## src/mpeck_pkg.sv

```systemverilog
// ----------------------------------------------------------------------------
// mpeck_pkg
// Shared widths, register indexes and stage control for the masked pixel
// expand and color key pipeline.
// ----------------------------------------------------------------------------
package mpeck_pkg;

  // field widths
  localparam int unsigned PIX_W  = 32;
  localparam int unsigned SRC_W  = 16;
  localparam int unsigned CH_W   = 8;
  localparam int unsigned IDX_W  = 3;
  localparam int unsigned CFG_W  = 16;

  // configuration register indexes
  localparam logic [IDX_W-1:0] CFG_SRC16 = 3'd0;
  localparam logic [IDX_W-1:0] CFG_RED   = 3'd1;
  localparam logic [IDX_W-1:0] CFG_GREEN = 3'd2;
  localparam logic [IDX_W-1:0] CFG_BLUE  = 3'd3;
  localparam logic [IDX_W-1:0] CFG_ALPHA = 3'd4;

  // register reset values
  localparam logic [SRC_W-1:0] RED_MASK_RST   = 16'hF800;
  localparam logic [SRC_W-1:0] GREEN_MASK_RST = 16'h07E0;
  localparam logic [SRC_W-1:0] BLUE_MASK_RST  = 16'h001F;
  localparam logic [SRC_W-1:0] ALPHA_MASK_RST = 16'h0000;

  // load enables for the four channel stages
  typedef struct packed {
    logic a;  // masked source
    logic b;  // aligned value times 255
    logic c;  // reciprocal product
    logic d;  // channel byte
  } stage_en_t;

endpackage

```

## src/mpeck_chan.sv

```systemverilog
// ----------------------------------------------------------------------------
// mpeck_chan
// One color channel: mask, align, scale by 255/(2^n-1) through a reciprocal
// multiply, and keep the low byte of the quotient. Four register stages.
// ----------------------------------------------------------------------------
module mpeck_chan
  import mpeck_pkg::*;
(
  input  logic             clk_i,
  input  stage_en_t        en_i,
  input  logic [SRC_W-1:0] mask_i,
  input  logic [CH_W-1:0]  fill_i,
  input  logic [SRC_W-1:0] src_i,
  output logic [CH_W-1:0]  byte_o
);

  localparam int unsigned CNT_W  = 5;
  localparam int unsigned SH_W   = 4;
  localparam int unsigned X_W    = 24;
  localparam int unsigned M_W    = 26;
  localparam int unsigned PROD_W = X_W + M_W;

  // position of the lowest set bit
  function automatic logic [SH_W-1:0] low_bit(input logic [SRC_W-1:0] m);
    logic [SH_W-1:0] s;
    s = '0;
    for (int i = SRC_W - 1; i >= 0; i--) begin
      if (m[i]) s = SH_W'(i);
    end
    return s;
  endfunction

  function automatic logic [CNT_W-1:0] pop_cnt(input logic [SRC_W-1:0] m);
    logic [CNT_W-1:0] c;
    c = '0;
    for (int i = 0; i < SRC_W; i++) begin
      c = c + CNT_W'(m[i]);
    end
    return c;
  endfunction

  // floor(2^(24+n)/(2^n-1)) + 1, exact quotient for any 24-bit dividend
  function automatic logic [M_W-1:0] recip(input logic [CNT_W-1:0] n);
    logic [M_W-1:0] r;
    case (n)
      5'd1:    r = 26'd33554433;
      5'd2:    r = 26'd22369622;
      5'd3:    r = 26'd19173962;
      5'd4:    r = 26'd17895698;
      5'd5:    r = 26'd17318417;
      5'd6:    r = 26'd17043522;
      5'd7:    r = 26'd16909321;
      5'd8:    r = 26'd16843010;
      5'd9:    r = 26'd16810049;
      5'd10:   r = 26'd16793617;
      5'd11:   r = 26'd16785413;
      5'd12:   r = 26'd16781314;
      5'd13:   r = 26'd16779265;
      5'd14:   r = 26'd16778241;
      5'd15:   r = 26'd16777729;
      5'd16:   r = 26'd16777473;
      default: r = '0;
    endcase
    return r;
  endfunction

  logic [SH_W-1:0]   shift_q;
  logic [CNT_W-1:0]  cnt_q;
  logic [M_W-1:0]    m_q;
  logic [SRC_W-1:0]  masked_q;
  logic [SRC_W-1:0]  v;
  logic [X_W-1:0]    x_d, x_q;
  logic [PROD_W-1:0] prod_d, prod_q;
  logic [M_W-1:0]    hi_sh;
  logic [CH_W-1:0]   byte_d, byte_q;

  // mask decode, registered from the mask input
  always_ff @(posedge clk_i) begin
    shift_q <= low_bit(mask_i);
    cnt_q   <= pop_cnt(mask_i);
    m_q     <= recip(pop_cnt(mask_i));
  end

  // stage a: mask the source
  always_ff @(posedge clk_i) begin
    if (en_i.a) begin
      masked_q <= src_i & mask_i;
    end
  end

  // stage b: align and multiply by 255
  always_comb begin
    v   = masked_q >> shift_q;
    x_d = {v, 8'h00} - {8'h00, v};
  end

  always_ff @(posedge clk_i) begin
    if (en_i.b) begin
      x_q <= x_d;
    end
  end

  // stage c: reciprocal product
  assign prod_d = PROD_W'(x_q) * PROD_W'(m_q);

  always_ff @(posedge clk_i) begin
    if (en_i.c) begin
      prod_q <= prod_d;
    end
  end

  // stage d: quotient low byte, fill value for an empty mask
  always_comb begin
    hi_sh  = prod_q[PROD_W-1:X_W] >> cnt_q;
    byte_d = (cnt_q == '0) ? fill_i : hi_sh[CH_W-1:0];
  end

  always_ff @(posedge clk_i) begin
    if (en_i.d) begin
      byte_q <= byte_d;
    end
  end

  assign byte_o = byte_q;

endmodule

```

## config.mk

```make
export PLATFORM = sky130hd
export DESIGN_NAME = mpeck_chan
export DESIGN_NICKNAME = d
export VERILOG_FILES = /design/src/mpeck_pkg.sv /design/src/mpeck_chan.sv
export SDC_FILE = /design/constraint.sdc
export NUM_CORES = 2
export LEC_CHECK = 0
export ABC_AREA = 0
export ABC_CLOCK_PERIOD_IN_PS = 11560
export BUFFER_PORTS_ARGS = -buffer_cell sky130_fd_sc_hd__buf_2
export CAP_MARGIN = 20
export CELL_PAD_IN_SITES_DETAIL_PLACEMENT = 0
export CELL_PAD_IN_SITES_GLOBAL_PLACEMENT = 1
export CORE_MARGIN = 4
export CORE_UTILIZATION = 40
export DETAILED_ROUTE_END_ITERATION = 10
export PLACE_DENSITY = 0.67
export RECOVER_POWER = 100
export SYNTH_ARGS = -nofsm -noshare
export SYNTH_HDL_FRONTEND = slang
export SYNTH_SLANG_ARGS = --single-unit
export TNS_END_PERCENT = 50
```

## constraint.sdc

```tcl
create_clock -name clk_i -period 11.56 [get_ports clk_i]
set_input_delay 1.156 -clock clk_i [delete_from_list [all_inputs] [get_ports clk_i]]
set_output_delay 1.156 -clock clk_i [all_outputs]
set_load 0.005 [all_outputs]
```

==> metrics.md <==
| Metric | Value |
|---|---|
| Rel. slew slack | `-9.33%` |
| Mapped Cells | `2702` |
| # resized after CTS | `0` |
| Initial antenna violation count | `2` |
| NumNets Final | `3429` |
| DR iter-0 viols | `1098` |
| Number of enable flip-flop cells after synthesis | `74` |
| Chip Height | `259 µm` |
| Dpl ws | `3.12 ns` |
| Distinct cell type count after synthesis | `67` |
| All-layer global routing usage | `20.4%` |
| Family with the most delay on the worst path | `adder cells` |
| Measured slew at the worst slew-check pin | `1.64 ns` |
| Dominant cell type by area after synthesis | `fa_1` |
| Min Tclk post-route | `8.37 ns` |
| Main synth FF type | `edfxtp_1` |
| H-tree depth | `3` |
| Die Width | `259 µm` |
| Net count after synthesis | `3461` |
| Max-slew violations | `37` |
| Syn_area_per_cell | `9.31 µm²` |
| Core Region | `0.0619 mm²` |
| Worst Setup Start Kind | `register` |
| Hold WC Path Type | `reg2reg` |
| GR peak layer | `met2` |
| Setup TNS | `0 ns` |
| Post-CTS setup buffers | `0` |
| Area grow syn2layout | `5.06%` |
| GR Util met1 | `28.1%` |
| Outcome | `finished, violations left` |
| CP peak stage delay | `1.06 ns` |
| Critical Path Fanout Max | `22` |
| Met2 global-route usage | `34.2%` |
| Worst path slowest cell | `edfxtp_1` |
| Clock slew at reported path FFs | `0.09 ns` |
| Remaining routing DRC violations | `0` |
| Overall routed net length | `65900 µm` |
| Met3 GRT Util | `2.36%` |
| CTS Buffer Depth | `2` |
| Failing checks | `capacitance limit, slew limit` |
| Gr ovfl total | `0` |
| #FFs+latches synth | `106` |
| Max-Cap Viols | `1` |
| Post-synth ARST share | `0%` |
| Top-Level Pins | `53` |
| Final hold vios | `0` |
| First-pass GRT wire length | `108000 µm` |
| Num rows | `91` |
| HPWL Detailed | `52100 µm` |
| Clock Latency Late Sink | `0.38 ns` |
| Die area | `0.0670 mm²` |
| Area of the mapped netlist | `0.0252 mm²` |
| Routed Antenna Nets | `0` |
| Worst path bufs/invs | `3` |
| Seq/Total Area, Yosys | `11.4%` |
| Setup WS post-layout | `3.19 ns` |
| TritonCTS Buffers | `9` |
| Peak Freq | `119 MHz` |
| Wire per inst | `18.8 µm` |
| Hold buffers post-CTS | `0` |
| Period utilization | `72.4%` |
| Critical path type | `reg2reg` |
| Cell repeated most along the worst path | `fa_1` |
| Largest net degree at the start of global routing | `37` |
| Critical Path Sink Type | `register` |
| Layout Skew | `0.0170 ns` |
| Critical Path RT | `11.69 ns` |
| CTS Sinks | `106` |
| Vias post-DR | `17.9k` |
| CTS root buf | `clkbuf_16` |
| Worst EP arrival | `8.51 ns` |
| Initial Util | `40.6%` |
| Port buffer count | `52` |
| Cell Chain, Critical Path | `and2_1 > fa_1 > fa_1 > fa_1 > inv_1 > fa_1 > fa_1 > inv_1 > fa_1 > fa_1 > ha_1 > a21oi_1 > nor2b_1 > o21ai_0 > nand3_1 > a2111oi_0 > buf_4 > o21ai_0 > a31oi_1 > o21ai_0 > xor2_1` |
| Drt pass-1 iters | `5` |
| CTS tree | `done` |
| Vias/cell | `5.10` |
| Largest cells by area after synthesis | `fa_1, ha_1, and2_1, inv_1, edfxtp_1` |
| Proportion of netlist area held by the largest area contributor | `36.9%` |
| GP Congestion | `0.847` |
| Vias in the first global route | `19.4k` |
| Unrepaired setup endpoints after global routing | `no` |
| Share of cells above drive strength 1 | `4.52%` |
| Final setup fails | `0` |
| Yosys Warn Count | `0` |
## per-layer routing
| layer | part of all wire (%) | routed length, µm |
|---|---|---|
| met5 | 0 | 0 |
| met4 | 3.1 | 2020 |
| met3 | 5.1 | 3340 |
| met2 | 48 | 31900 |
| met1 | 43 | 28600 |
## cell families (layout without fill, tap and decap cells)
logic type	after synthesis	after routing	share of synthesized area, %
compound gates	224	224	5.87
xor+xnor	48	48	1.67
fa+ha+maj	714	714	49.3
buf+inv	720	693	10.9
flops	106	106	11.4
mux	71	71	3.99
other cells	0	1	0
simple gates	819	819	16.9
## cell usage after synthesis, types with 7 or more instances
| cell | n |
|---|---|
| inv_1 | 593 |
| fa_1 | 463 |
| and2_1 | 369 |
| nand2_1 | 267 |
| ha_1 | 251 |
| clkbuf_1 | 116 |
| nor2_1 | 76 |
| edfxtp_1 | 74 |
| a21oi_1 | 64 |
| o21ai_0 | 54 |
| mux2i_1 | 41 |
| dfxtp_1 | 32 |
| xnor2_1 | 30 |
| a21o_1 | 25 |
| mux4_2 | 22 |
| nor3_1 | 20 |
| nand3_1 | 19 |
| xor2_1 | 18 |
| nor2b_1 | 17 |
| a211oi_1 | 15 |
| a31oi_1 | 12 |
| nand4_1 | 9 |
| nor4_1 | 9 |
| o21bai_1 | 8 |
| nand2b_1 | 7 |
## final timing paths
path	startpoint	endpoint	slack [ns]	cells past startpoint
min reg2reg	cnt_q[4]	byte_o[6]	0.85	1
max	x_q[1]	prod_q[33]	3.19	21
min	cnt_q[4]	byte_o[6]	0.85	1
max reg2reg	x_q[1]	prod_q[33]	3.19	21
## final cells by class
class | instances | area (µm²)
Clock buffer | 9 | 225
Sequential cell | 106 | 2860
Tap cell | 837 | 1050
Multi-Input combinational cell | 1876 | 19500
Inverter | 595 | 2230
Fill cell | 6190 | 35500
Clock inverter | 7 | 86.3
Antenna cell | 1 | 2.50
Timing Repair Buffer | 82 | 465
## cells in the final DEF (no fill, tap or decap), types with 7 or more instances in the layout
| cell | instances |
|---|---|
| o21ai_0 | 54 |
| a211oi_1 | 15 |
| nor2b_1 | 17 |
| mux4_2 | 22 |
| nand2b_1 | 7 |
| and2_1 | 352 |
| inv_1 | 594 |
| xor2_1 | 18 |
| nor4_1 | 9 |
| ha_1 | 251 |
| nand4_1 | 9 |
| a21oi_1 | 64 |
| nand3_1 | 19 |
| clkbuf_1 | 14 |
| o21bai_1 | 8 |
| clkbuf_16 | 9 |
| a21o_1 | 25 |
| xnor2_1 | 30 |
| a31oi_1 | 13 |
| nor3_1 | 20 |
| and2_0 | 17 |
| fa_1 | 463 |
| nor2_1 | 76 |
| nand2_1 | 267 |
| mux2i_1 | 41 |
| buf_4 | 29 |
| buf_2 | 39 |
| dfxtp_1 | 32 |
| edfxtp_1 | 74 |
## sequential cells by signal, summed over array words and instances, names as in the netlist
signal	count
prod_q	26
x_q	24
m_q	23
masked_q	16
byte_o	8
cnt_q	5
shift_q	4
## worst register-to-register path, cell delays in order, from the launching register on
cell and delay, ns:
edfxtp_1 1.06, and2_1 0.30, fa_1 0.47, fa_1 0.54, fa_1 0.54, inv_1 0.05
fa_1 0.47, fa_1 0.55, inv_1 0.05, fa_1 0.49, fa_1 0.41, ha_1 0.36
a21oi_1 0.17, nor2b_1 0.05, o21ai_0 0.27, nand3_1 0.28, a2111oi_0 0.75, buf_4 0.24
o21ai_0 0.29, a31oi_1 0.45, o21ai_0 0.17, xor2_1 0.16
## per-stage QoR
step	cells	util, %	hold WS [ns]	instance area, µm²
floorplan	2702	-	0.694	25200
global placement	3495	42.3	0.834	26200
detailed placement	3496	42.3	0.822	26200
CTS	3512	42.8	0.835	26500
global route	3512	42.7	0.939	26400
finish	3513	42.7	0.846	26400
Power is left out: the tool's default activity adds up to more than one toggle a clock period on the data nets, which glitch-free logic cannot reach.
